### src/hw/rtl/assert_macros.svh
// Assertion helpers shared by the RTL. Every checker samples on clk and is
// disabled while rst_n is low.
`ifndef ASSERT_MACROS_SVH
`define ASSERT_MACROS_SVH

// The property must hold at every sampled edge.
`define RCO_ASSERT(label, prop, msg) \
  label: assert property (@(posedge clk) disable iff (!rst_n) prop) else $error(msg);

// The condition must never be true at a sampled edge.
`define RCO_ASSERT_NEVER(label, cond, msg) \
  label: assert property (@(posedge clk) disable iff (!rst_n) !(cond)) else $error(msg);

`endif

### src/hw/rtl/rco_pkg.sv
`timescale 1ns / 1ps

package rco_pkg;

  localparam int MAX_PIECE_DEF = 16;
  localparam int MAX_ROD_DEF   = 64;

  localparam int REV_W   = 22;
  localparam int CUT_W   = 5;
  localparam int PRICE_W = 16;
  localparam int PLEN_W  = 5;
  localparam int ROD_W   = 7;

  localparam logic OP_LOAD  = 1'b0;
  localparam logic OP_SOLVE = 1'b1;

  typedef struct packed {
    logic               op;
    logic [PLEN_W-1:0]  piece_length;
    logic [PRICE_W-1:0] price;
    logic [ROD_W-1:0]   rod_length;
  } in_t;

  typedef struct packed {
    logic [REV_W-1:0] best_revenue;
    logic [CUT_W-1:0] cut_length;
    logic             last_piece;
  } out_t;

  typedef enum logic [2:0] {
    S_IDLE,
    S_ZERO,
    S_FILL,
    S_DRAIN,
    S_WB,
    S_WALK_RD,
    S_WALK_OUT
  } state_t;

endpackage

### src/hw/rtl/rod_cutting_optimizer.sv
`timescale 1ns / 1ps
// Rod cutting optimizer. A load request (op 0) writes the price of one piece
// length; lengths of 0 or above MAX_PIECE are dropped. A solve request (op 1)
// fills the best-revenue and first-cut tables for lengths 1 to n (rod_length,
// saturated to MAX_ROD), then walks the plan and returns one result per piece,
// left to right, each with the total revenue and the final one marked. A rod
// of length zero returns a single result with piece 0; a remainder with no
// profitable cut ends the plan with piece 0. The fill is bound by the single
// read port of the table memory: length j reads the candidates for first cuts
// 1 to min(j, MAX_PIECE) one after another, then drains the last read and
// writes its entry back, and each result is a table read followed by an
// output step. Input is stalled during a solve; the output register lets the
// next request in while the last result is still waiting.

`include "assert_macros.svh"

module rod_cutting_optimizer import rco_pkg::*; #(
  parameter int MAX_PIECE = MAX_PIECE_DEF,
  parameter int MAX_ROD   = MAX_ROD_DEF
) (
  input  logic clk,
  input  logic rst_n,
  input  logic in_valid,
  output logic in_stall,
  input  in_t  in_data,
  output logic out_valid,
  input  logic out_stall,
  output out_t out_data
);

  localparam int RW = $clog2(MAX_ROD + 1);
  localparam int PW = $clog2(MAX_PIECE + 1);

  state_t state_r, state_nxt;

  logic [RW-1:0]    n_r, n_nxt;
  logic [RW-1:0]    j_r, j_nxt;
  logic [RW-1:0]    i_r, i_nxt;
  logic [RW-1:0]    left_r, left_nxt;
  logic [RW-1:0]    cnt_r, cnt_nxt;
  logic [REV_W:0]   best_r, best_nxt;
  logic [PW-1:0]    cut_r, cut_nxt;
  logic [REV_W-1:0] total_r, total_nxt;
  logic             rd_pend_r, rd_pend_nxt;
  logic             rd_zero_r, rd_zero_nxt;
  logic [PW-1:0]    rd_i_r, rd_i_nxt;
  logic             out_valid_r, out_valid_nxt;
  out_t             out_r, out_nxt;

  logic               in_acc;
  logic               out_free;
  logic               out_load;
  logic [RW-1:0]      n_in;
  logic [RW-1:0]      m_lim;
  logic [7:0]         rod8;
  logic [7:0]         plen8;
  logic [7:0]         i8;
  logic [7:0]         j8;
  logic [7:0]         cut8;
  logic [7:0]         left8;
  logic [7:0]         rest8;
  logic [REV_W:0]     cand;
  logic               walk_last;

  logic               pr_we;
  logic [PW-1:0]      pr_waddr;
  logic               pr_re;
  logic [PW-1:0]      pr_raddr;
  logic [PRICE_W-1:0] pr_rdata;

  logic               dp_we;
  logic               dp_re;
  logic [RW-1:0]      dp_raddr;
  logic [REV_W-1:0]   dp_rbest;
  logic [PW-1:0]      dp_rcut;

  rco_price_mem #(.MAX_PIECE(MAX_PIECE)) u_price (
    .clk   (clk),
    .rst_n (rst_n),
    .we    (pr_we),
    .waddr (pr_waddr),
    .wdata (in_data.price),
    .re    (pr_re),
    .raddr (pr_raddr),
    .rdata (pr_rdata)
  );

  rco_dp_mem #(.MAX_ROD(MAX_ROD), .MAX_PIECE(MAX_PIECE)) u_dp (
    .clk   (clk),
    .we    (dp_we),
    .waddr (j_r),
    .wbest (best_r[REV_W-1:0]),
    .wcut  (cut_r),
    .re    (dp_re),
    .raddr (dp_raddr),
    .rbest (dp_rbest),
    .rcut  (dp_rcut)
  );

  assign in_acc   = in_valid && !in_stall;
  assign out_free = !out_valid_r || !out_stall;

  assign rod8  = 8'(in_data.rod_length);
  assign n_in  = (rod8 > 8'(MAX_ROD)) ? RW'(MAX_ROD) : rod8[RW-1:0];
  assign plen8 = 8'(in_data.piece_length);

  assign pr_we    = in_acc && (in_data.op == OP_LOAD) && (plen8 != 8'd0) &&
                    (plen8 <= 8'(MAX_PIECE));
  assign pr_waddr = plen8[PW-1:0];

  // The inner loop stops at the shorter of the rod so far and the longest piece.
  assign j8    = 8'(j_r);
  assign m_lim = (j8 < 8'(MAX_PIECE)) ? j_r : RW'(MAX_PIECE);
  assign i8    = 8'(i_r);
  assign pr_raddr = i8[PW-1:0];

  // Entry 0 of the best table is zero by definition; it is never written and its read value is ignored.
  assign cand = (REV_W + 1)'(pr_rdata) + (rd_zero_r ? '0 : (REV_W + 1)'(dp_rbest));

  assign cut8      = 8'(dp_rcut);
  assign left8     = 8'(left_r);
  assign rest8     = left8 - cut8;
  assign walk_last = (dp_rcut == '0) || (cut8 >= left8) || (cnt_r == RW'(MAX_ROD - 1));

  always_comb begin
    state_nxt = state_r;
    case (state_r)
      S_IDLE: begin
        if (in_acc && (in_data.op == OP_SOLVE)) begin
          state_nxt = (n_in == '0) ? S_ZERO : S_FILL;
        end
      end
      S_ZERO: begin
        if (out_free) begin
          state_nxt = S_IDLE;
        end
      end
      S_FILL: begin
        if (i_r == m_lim) begin
          state_nxt = S_DRAIN;
        end
      end
      S_DRAIN: begin
        state_nxt = S_WB;
      end
      S_WB: begin
        state_nxt = (j_r == n_r) ? S_WALK_RD : S_FILL;
      end
      S_WALK_RD: begin
        state_nxt = S_WALK_OUT;
      end
      S_WALK_OUT: begin
        if (out_free) begin
          state_nxt = walk_last ? S_IDLE : S_WALK_RD;
        end
      end
      default: begin
        state_nxt = S_IDLE;
      end
    endcase
  end

  always_comb begin
    in_stall    = (state_r != S_IDLE);
    pr_re       = 1'b0;
    dp_we       = 1'b0;
    dp_re       = 1'b0;
    dp_raddr    = left_r;
    out_load    = 1'b0;
    out_nxt     = out_r;
    n_nxt       = n_r;
    j_nxt       = j_r;
    i_nxt       = i_r;
    left_nxt    = left_r;
    cnt_nxt     = cnt_r;
    best_nxt    = best_r;
    cut_nxt     = cut_r;
    total_nxt   = total_r;
    rd_pend_nxt = 1'b0;
    rd_zero_nxt = rd_zero_r;
    rd_i_nxt    = rd_i_r;

    // A candidate replaces the running best only when strictly greater, which
    // keeps the shorter first cut on a tie.
    if (rd_pend_r && (cand > best_r)) begin
      best_nxt = cand;
      cut_nxt  = rd_i_r;
    end

    case (state_r)
      S_IDLE: begin
        if (in_acc && (in_data.op == OP_SOLVE)) begin
          n_nxt    = n_in;
          j_nxt    = RW'(1);
          i_nxt    = RW'(1);
          best_nxt = '0;
          cut_nxt  = '0;
        end
      end
      S_ZERO: begin
        if (out_free) begin
          out_load             = 1'b1;
          out_nxt.best_revenue = '0;
          out_nxt.cut_length   = '0;
          out_nxt.last_piece   = 1'b1;
        end
      end
      S_FILL: begin
        pr_re       = 1'b1;
        dp_re       = 1'b1;
        dp_raddr    = j_r - i_r;
        rd_pend_nxt = 1'b1;
        rd_zero_nxt = (j_r == i_r);
        rd_i_nxt    = pr_raddr;
        if (i_r != m_lim) begin
          i_nxt = i_r + RW'(1);
        end
      end
      S_DRAIN: begin
      end
      S_WB: begin
        // The write gets a state of its own, so the next length's first read
        // of this entry sees the new value.
        dp_we = 1'b1;
        if (j_r == n_r) begin
          total_nxt = best_r[REV_W-1:0];
          left_nxt  = n_r;
          cnt_nxt   = '0;
        end else begin
          j_nxt    = j_r + RW'(1);
          i_nxt    = RW'(1);
          best_nxt = '0;
          cut_nxt  = '0;
        end
      end
      S_WALK_RD: begin
        dp_re    = 1'b1;
        dp_raddr = left_r;
      end
      S_WALK_OUT: begin
        if (out_free) begin
          out_load             = 1'b1;
          out_nxt.best_revenue = total_r;
          out_nxt.cut_length   = cut8[CUT_W-1:0];
          out_nxt.last_piece   = walk_last;
          left_nxt             = rest8[RW-1:0];
          cnt_nxt              = cnt_r + RW'(1);
        end
      end
      default: begin
      end
    endcase

    if (out_load) begin
      out_valid_nxt = 1'b1;
    end else if (!out_stall) begin
      out_valid_nxt = 1'b0;
    end else begin
      out_valid_nxt = out_valid_r;
    end
  end

  always_ff @(posedge clk) begin
    if (!rst_n) begin
      state_r     <= S_IDLE;
      rd_pend_r   <= 1'b0;
      out_valid_r <= 1'b0;
    end else begin
      state_r     <= state_nxt;
      rd_pend_r   <= rd_pend_nxt;
      out_valid_r <= out_valid_nxt;
    end
  end

  always_ff @(posedge clk) begin
    n_r       <= n_nxt;
    j_r       <= j_nxt;
    i_r       <= i_nxt;
    left_r    <= left_nxt;
    cnt_r     <= cnt_nxt;
    best_r    <= best_nxt;
    cut_r     <= cut_nxt;
    total_r   <= total_nxt;
    rd_zero_r <= rd_zero_nxt;
    rd_i_r    <= rd_i_nxt;
    out_r     <= out_nxt;
  end

  assign out_valid = out_valid_r;
  assign out_data  = out_r;

  `RCO_ASSERT_NEVER(a_no_rw_overlap, dp_we && dp_re, "table read and write in the same cycle")
  `RCO_ASSERT(a_fill_below_j, (state_r == S_FILL) |-> (i_r != '0) && (i_r <= j_r), "fill reads an entry not yet solved")
  `RCO_ASSERT(a_walk_left, (state_r == S_WALK_OUT) |-> (left_r != '0), "plan walk with nothing left")
  `RCO_ASSERT(a_last_ends, (out_load && out_nxt.last_piece) |=> (state_r == S_IDLE), "solve continues after its final result")

endmodule

### src/hw/rtl/rco_price_mem.sv
`timescale 1ns / 1ps

module rco_price_mem import rco_pkg::*; #(
  parameter int MAX_PIECE = MAX_PIECE_DEF,
  localparam int PW = $clog2(MAX_PIECE + 1)
) (
  input  logic               clk,
  input  logic               rst_n,
  input  logic               we,
  input  logic [PW-1:0]      waddr,
  input  logic [PRICE_W-1:0] wdata,
  input  logic               re,
  input  logic [PW-1:0]      raddr,
  output logic [PRICE_W-1:0] rdata
);

  logic [PRICE_W-1:0] mem [MAX_PIECE+1];
  logic [MAX_PIECE:0] vld_r;
  logic [PRICE_W-1:0] q_r;
  logic               q_vld_r;

  // Entries that were never loaded since reset read as a zero price.
  always_ff @(posedge clk) begin
    if (!rst_n) begin
      vld_r <= '0;
    end else if (we) begin
      vld_r[waddr] <= 1'b1;
    end
  end

  always_ff @(posedge clk) begin
    if (we) begin
      mem[waddr] <= wdata;
    end
    if (re) begin
      q_r     <= mem[raddr];
      q_vld_r <= vld_r[raddr];
    end
  end

  assign rdata = q_vld_r ? q_r : '0;

endmodule

### src/hw/rtl/rco_dp_mem.sv
`timescale 1ns / 1ps

module rco_dp_mem import rco_pkg::*; #(
  parameter int MAX_ROD   = MAX_ROD_DEF,
  parameter int MAX_PIECE = MAX_PIECE_DEF,
  localparam int RW = $clog2(MAX_ROD + 1),
  localparam int PW = $clog2(MAX_PIECE + 1)
) (
  input  logic             clk,
  input  logic             we,
  input  logic [RW-1:0]    waddr,
  input  logic [REV_W-1:0] wbest,
  input  logic [PW-1:0]    wcut,
  input  logic             re,
  input  logic [RW-1:0]    raddr,
  output logic [REV_W-1:0] rbest,
  output logic [PW-1:0]    rcut
);

  // Best revenue and first cut share one word per rod length.
  logic [REV_W+PW-1:0] mem [MAX_ROD+1];
  logic [REV_W+PW-1:0] q_r;

  always_ff @(posedge clk) begin
    if (we) begin
      mem[waddr] <= {wbest, wcut};
    end
    if (re) begin
      q_r <= mem[raddr];
    end
  end

  assign rbest = q_r[REV_W+PW-1:PW];
  assign rcut  = q_r[PW-1:0];

endmodule

### config.mk
export PLATFORM = sky130hd
export DESIGN_NAME = rod_cutting_optimizer
export DESIGN_NICKNAME = d
export VERILOG_FILES = /design/src/hw/rtl/rco_pkg.sv /design/src/hw/rtl/rod_cutting_optimizer.sv /design/src/hw/rtl/rco_price_mem.sv /design/src/hw/rtl/rco_dp_mem.sv
export VERILOG_INCLUDE_DIRS = /design/src /design/src/hw/rtl
export SDC_FILE = /design/constraint.sdc
export NUM_CORES = 2
export LEC_CHECK = 0
export ABC_AREA = 1
export BUFFER_PORTS_ARGS = -buffer_cell sky130_fd_sc_hd__buf_2
export CAP_MARGIN = 10
export CORE_ASPECT_RATIO = 1.75
export CORE_MARGIN = 1
export CORE_UTILIZATION = 35
export DETAILED_ROUTE_END_ITERATION = 6
export HOLD_SLACK_MARGIN = 0.05
export PLACE_DENSITY = 0.51
export SLEW_MARGIN = 20
export SYNTH_ARGS = -nofsm -noshare
export SYNTH_HDL_FRONTEND = slang
export SYNTH_HIERARCHICAL = 1
export SYNTH_SLANG_ARGS = --single-unit
export TNS_END_PERCENT = 10
### constraint.sdc
create_clock -name clk -period 4.55 [get_ports clk]
set_input_delay 0.6825 -clock clk [delete_from_list [all_inputs] [get_ports clk]]
set_output_delay 0.6825 -clock clk [all_outputs]
set_load 0.005 [all_outputs]
After elaboration in Yosys (flattened, before gate mapping)
Memory sizes are Yosys's and may differ from the RTL's. A register that Yosys moved wholly into a read port is not among the register bits.
Index checks and enable logic that the tools add are counted.
{ "word_totals": {"regBits": 142, "mem_bits_rw": 2027, "romBits": 0, "n_memories": 2, "elab_cells": 137, "inputBits": 33, "out_inout_bits": 30, "latchBits": 0} }
{ "op_classes": {"n_addsub": 6, "n_mux": 51, "shifts": 0, "n_lt_le_gt_ge": 8, "reduce_logical": 31, "n_bitwise": 2, "div": 0, "n_eq_ne": 19, "mul": 0} }
{ "mem_list": {"columns": ["memory", "words", "word_bits", "rd", "rd_clocked_by_memory_dff", "write_ports", "line_no", "text"], "rows": [
  ["u_dp.mem", 65, 27, 1, 1, 1, "rco_dp_mem.sv:21", "logic [REV_W+PW-1:0] mem [MAX_ROD+1];"],
  ["u_price.mem", 17, 16, 1, 1, 1, "rco_price_mem.sv:17", "logic [PRICE_W-1:0] mem [MAX_PIECE+1];"]
]} }
{ "op_table": {"columns": ["operator", "n"], "rows": [
  ["2-to-1 mux 7 bit", 11],
  ["2-to-1 mux 23 bit", 3],
  ["2-to-1 mux 28 bit", 2],
  ["case mux 28 bit (2 select lines)", 1],
  ["case mux 23 bit (2 select lines)", 1],
  ["case mux 7 bit (2 select lines)", 3],
  ["adder 16 x 22 -> 23 bit", 1],
  ["greater-than comparator 23 bit", 1],
  ["2-to-1 mux 22 bit", 1],
  ["adder 7 x 1 -> 7 bit (second input constant)", 3],
  ["== test 7 bit", 3],
  ["case mux 3 bit (7 select lines)", 1],
  ["case mux 7 bit (3 select lines)", 1],
  ["2-to-1 mux 3 bit", 6],
  ["bitwise OR 17 bit", 1],
  ["2-to-1 mux 16 bit", 1],
  ["2-to-1 mux 5 bit", 3],
  ["inequality test 2 bit (second input constant)", 7],
  ["2-to-1 mux 1 bit", 13],
  ["less-than comparator 5 x 6 -> 1 bit (second input constant)", 2],
  ["case mux 5 bit (2 select lines)", 1],
  ["== test 3 bit (second input constant)", 3],
  ["AND reduction 3 bit", 3],
  ["AND reduction 4 bit", 2],
  ["27 further kinds", 43]
]} }

Depth between registers and ports, before layout
{ "logic_depth": {"depth_word": 8, "ltp_mapped": 28, "mapped_depth_nobuf": 24} }

By module
Netlist, hierarchy kept.
{ "modules_own_cells": {"columns": ["mod", "area_each_um2", "n_inst", "cells_per_inst", "seq_area_each_um2"], "rows": [
  ["rco_dp_mem", 72082.9, 1, 5894, 53511.3],
  ["rco_price_mem", 13309.0, 1, 1346, 9018.6],
  ["rod_cutting_optimizer", 7856.3, 1, 1052, 3393.3]
]} }

Worst setup path before layout
No wires, ideal clock.
{ "synth_timing": {"path_kind": "flip-flop to flip-flop", "startpoint": "register rd_zero_r", "endpoint": "register best_r[16]", "synth_period_minus_slack_ps": 3367, "setup_slack_ps": 1183, "required_time_ps": 4438, "n_path_buf": 4, "t_arrival_ps": 3255, "setup_ps": 112, "path_stages_with_launch": 24, "path_cell_list": "edfxtp_1 clkbuf_1 clkbuf_1 nor2_1 ha_1 nand2_1 nor2_1 inv_1 nor2_1 nand3_1 nand4_1 nand2_1 ha_1 nand2_1 nor2_1 nand3_1 nor2_1 nand2_1 nand3_1 nand2_1 buf_6 buf_4 nor2_1 nor2_1"} }
{ "synth_between": {"elab_chain_len": 7, "elab_cells_between_ends": 8, "cone_classes": "1 x add/sub; 1 x order compare; 5 x mux; 1 x reduce/logical"} }
{ "synth_lines": {"columns": ["element", "line_no", "text"], "rows": [
  ["from (decl)", "rod_cutting_optimizer.sv:45", "logic rd_zero_r, rd_zero_nxt;"],
  ["from (signal assigned)", "rod_cutting_optimizer.sv:284", "rd_zero_r <= rd_zero_nxt;"],
  ["2-to-1 mux 22 bit (*)", "rod_cutting_optimizer.sv:118", "assign cand = (REV_W + 1)'(pr_rdata) + (rd_zero_r ? '0 : (REV_W + 1)'(dp_rbest));"],
  ["adder 16 x 22 -> 23 bit (*)", "rod_cutting_optimizer.sv:118", null],
  ["greater-than comparator 23 bit", "rod_cutting_optimizer.sv:185", "if (rd_pend_r && (cand > best_r)) begin"],
  ["logical AND 1 bit", "rod_cutting_optimizer.sv:185", null],
  ["2-to-1 mux 23 bit (*)", "rod_cutting_optimizer.sv:185", null],
  ["2-to-1 mux 23 bit (on tied branches)", "rod_cutting_optimizer.sv:225, rod_cutting_optimizer.sv:192", null],
  ["case mux 23 bit (2 select lines) (*)", "rod_cutting_optimizer.sv:190", "case (state_r)"],
  ["via best_nxt[16]", "rod_cutting_optimizer.sv:41", "logic [REV_W:0] best_r, best_nxt;"],
  ["to (signal assigned)", "rod_cutting_optimizer.sv:281", "best_r <= best_nxt;"],
  ["to (decl)", "rod_cutting_optimizer.sv:41", null]
]} }
Mark *: on every way through the listed nets, which the timed path passes. The rest lies on a longest branch.
A chain may end at the register's enable or synchronous reset.

Worst setup path in the final report
{ "layout_timing": {"startpoint": "register i_r[0]", "endpoint": "register u_dp.q_r[2] (read register of u_dp.mem), data pin"} }
{ "layout_between": {"elab_chain_len": 2} }
{ "layout_lines": {"columns": ["element", "line_no", "text"], "rows": [
  ["from (decl)", "rod_cutting_optimizer.sv:38", "logic [RW-1:0] i_r, i_nxt;"],
  ["from (signal assigned)", "rod_cutting_optimizer.sv:278", "i_r <= i_nxt;"],
  ["subtractor 7 bit", "rod_cutting_optimizer.sv:211", "dp_raddr = j_r - i_r;"],
  ["2-to-1 mux 7 bit", "rod_cutting_optimizer.sv:190", null],
  ["via dp_raddr[2]", "rod_cutting_optimizer.sv:73", "logic [RW-1:0] dp_raddr;"],
  ["to (decl)", "rco_dp_mem.sv:22", "logic [REV_W+PW-1:0] q_r;"]
]} }
The timed path passes the listed nets, and every way through them passes these cells.

==> results.py <==
metrics = {
    "pwr": {
        "p_leak_nw": 39.4,
        "power_density_nw_per_um2": 571,
        "peakVddDrop_mv": 0.403,
    },
    "critical_path": {
        "critPathMaxFanout": 44,
        "r2r_cells": 15,
        "cpMostUsedCell": "nand2_1",
        "critPathLaunchType": "flip-flop",
        "worst-setup-path-type": "reg2reg",
        "critPathMaxStageDelay_ps": 480,
        "worstPathArrival_ps": 4720,
        "slowest_stage": "buf_4",
        "path_cells": "ha_1 -> fa_1 -> xor2_1 -> o21ai_4 -> inv_8 -> buf_4 -> buf_4 -> nand3_1 -> nand3_1 -> nand2_1 -> nand2_1 -> nand3_1 -> nand2_1 -> nand2_1 -> nand2_1",
        "cp.required_ps": 5270,
        "worst_setup_path_end_kind": "flip-flop",
    },
    "route": {
        "wl_per_cell_um": 24.4,
        "first_pass_iters": 7,
        "wl_um": 295000,
        "vias_per_cell": 5.14,
        "vias": 62192,
        "drc": 0,
        "drtAntennaViolNets": 0,
        "drtIter0Drc": 4947,
    },
    "timing": {
        "finalSetupViolCount": 0,
        "tightest_slew_ps": 1090,
        "slew_headroom_pct": 27.6,
        "setup_ws_ps": 548,
        "finClkSkew_ps": 51.8,
        "rsz0062_at_grt": "no",
        "hold_ws_ps": 118,
        "fin_crit_sh_pct": 87.9,
        "max_freq_mhz": 250,
        "finalHoldViolCount": 0,
        "timing.final.crit_period_ps": 4000,
        "finalSetupTns_ps": 0,
        "slew_violations": 0,
    },
    "yosys": {
        "synth.mux.area_fraction_pct": 0,
        "synth_compound_area_share_pct": 0.486,
        "yosysUniqueCellTypes": 45,
        "ys_ff_latch": 2212,
        "syn_inst": 8292,
        "ys_warn_count": 6,
        "synthAdderAreaFrac_pct": 0.776,
        "synth_top_family_by_area": "simple AND/OR/NAND/NOR gates",
        "avgSynthCellArea_um2": 11.2,
        "syn_nets": 8381,
        "ys_seq_area_share_pct": 70.7,
        "synth_area_um2": 93200,
        "synth_xor_area_share_pct": 0.178,
        "yosys.area_share.simple_pct": 22.7,
    },
    "clock_tree": {
        "cts.sinks": 2212,
        "cts_tree": "done",
        "cts_buffers": 199,
        "clkTransAtPathRegs_ps": 70,
        "root_buffer": "clkbuf_16",
        "clk_path_buf_depth": 4,
        "htree_levels": 4,
        "insertion_delay_ps": 880,
        "postCtsSetupRepairBufs": 0,
    },
    "global_route": {
        "first_global_vias": 60597,
        "grt_max_degree": 162,
        "grt_pass1_wl_um": 424000,
        "antenna_found_initial": 9,
        "grt_overflow": 0,
        "grt_usage_pct": 21.6,
    },
    "floorplanning": {
        "die_height_um": 685,
        "dieWidth_um": 392,
        "io_pins": 63,
        "start_util_pct": 35.2,
        "std_cell_rows": 250,
        "die-area_um2": 269000,
        "core_um2": 265000,
    },
    "finish": {
        "final_common_cell": "nand2_1",
        "syn_to_final_growth_pct": 12.6,
        "fin_area_um2": 105000,
        "layout_common_cells": "nand2_1, edfxtp_1, nand3_1",
        "drive_gt1_share_pct": 8.96,
        "nets": 8499,
    },
    "placement": {
        "dpl_cell_area_um2": 98700,
        "place_hpwl_um": 180000,
        "place_ws_ps": 533,
        "portBuffers": 62,
        "globalplace.congestion": 0.865,
    },
    "job": {
        "maxCapViolations": 0,
    },
    "hold_path": {
        "hold_depth": 3,
        "worst_hold_path_type": "in2reg",
    },
    "status": {
        "status": "finished, final reports clean",
    },
}
metal layers:
layer,vias up,GRT usage [%],wire [µm],part of all wire (%)
li1,28621,-,-,-
met1,31116,24.9,109000,37
met2,1931,39.8,157000,53
met3,524,1.93,13200,4.5
met4,0,10.7,15800,5.3
met5,-,0,0,0
report_power, final:
| group | internal (W) | total (W) | switching [W] |
|---|---|---|---|
| sequential | 0.0243 | 0.0246 | 0.000364 |
| clock | 0.00911 | 0.0167 | 0.00760 |
| combinational | 0.00473 | 0.0186 | 0.0139 |
| total | 0.0381 | 0.0600 | 0.0219 |
worst max-delay path, delay by kind of cell, from the launching register on:
| family | cells | cell delay, ps |
|---|---|---|
| simple gates | 8 | 1100 |
| buf+inv | 3 | 1190 |
| compound gates | 1 | 170 |
| xor+xnor | 1 | 260 |
| fa+ha+maj | 2 | 650 |
| flops | 1 | 440 |
synthesized netlist by cell type (all sizes together):
master  instances  area, µm²
nand2        2823      10600
edfxtp       2162      64900
nand3        1798       9000
inv           473       1790
buf           414       2880
nor2          295       1130
ha             53        663
dfxtp          50       1000
a21oi          45        240
clkbuf         45        170
nor3           29        150
o21ai          27        135
or2            18        113
xor2           15        131
nand4          12       75.1
clkinv          6       22.5
nand3b          4       30.0
xnor2           4       35.0
fa              3       60.1
a21o            2       15.0
a31oi           2       12.5
nor3b           2       15.0
nor4            2       12.5
o21bai          2       15.0
o22ai           2       12.5
a211oi          1       7.51
and2            1       6.26
o21a            1       7.51
o31ai           1       7.51
through the flow:
stage	cells	utilization, %	total power [W]
final	12092	39.6	0.0600
after global routing	12090	39.6	0.0623
after CTS	12086	39.6	0.0604
after detailed placement	11735	37.3	0.0438
after global placement	11729	37.2	0.0437
after floorplan	8292	-	0.0356
sequential cells by signal (all words and copies together) (netlist names), 5 cells and up:
name and cells:
cut_r 5, n_r 7, u_price/mem 272, cnt_r 7, i_r 7, total_r 22, u_price/q_r 16, out_data 28
best_r 23, u_dp/q_r 27, rd_i_r 5, u_dp/mem 1755, left_r 7, u_price/vld_r 17, j_r 7
worst paths after layout:
check                          from                 to  slack [ps]
setup / recovery             i_r[0]        u_dp/q_r[2]         550
setup reg to reg             i_r[0]        u_dp/q_r[2]         550
hold reg to reg   u_price/vld_r[16]  u_price/vld_r[16]         460
hold / removal                rst_n          out_valid         120
final cells by class:
cell class / instances / area (µm²)
Antenna cell: 5 / 12.5
Clock buffer: 251 / 5310
Clock inverter: 99 / 895
Fill cell: 25431 / 160000
Inverter: 479 / 1850
Multi-Input combinational cell: 5142 / 23000
Sequential cell: 2212 / 66000
Tap cell: 3528 / 4410
Timing Repair Buffer: 376 / 3490
kinds of logic (layout without fill, tap and decap cells):
family	after synthesis	after routing
adders and majority gates	56	56
buffers and inverters	938	1205
other	0	5
xor gates and xnor gates	19	19
and+or+nand+nor	4984	4984
DFF	2212	2212
AOI/OAI and AO/OA	83	83
repair_timing:
item,CTS,global route
gates resized for setup,0,0
hold buffers,1,0
hold endpoints to repair,1,0
Power figures use the tool's default switching activity.
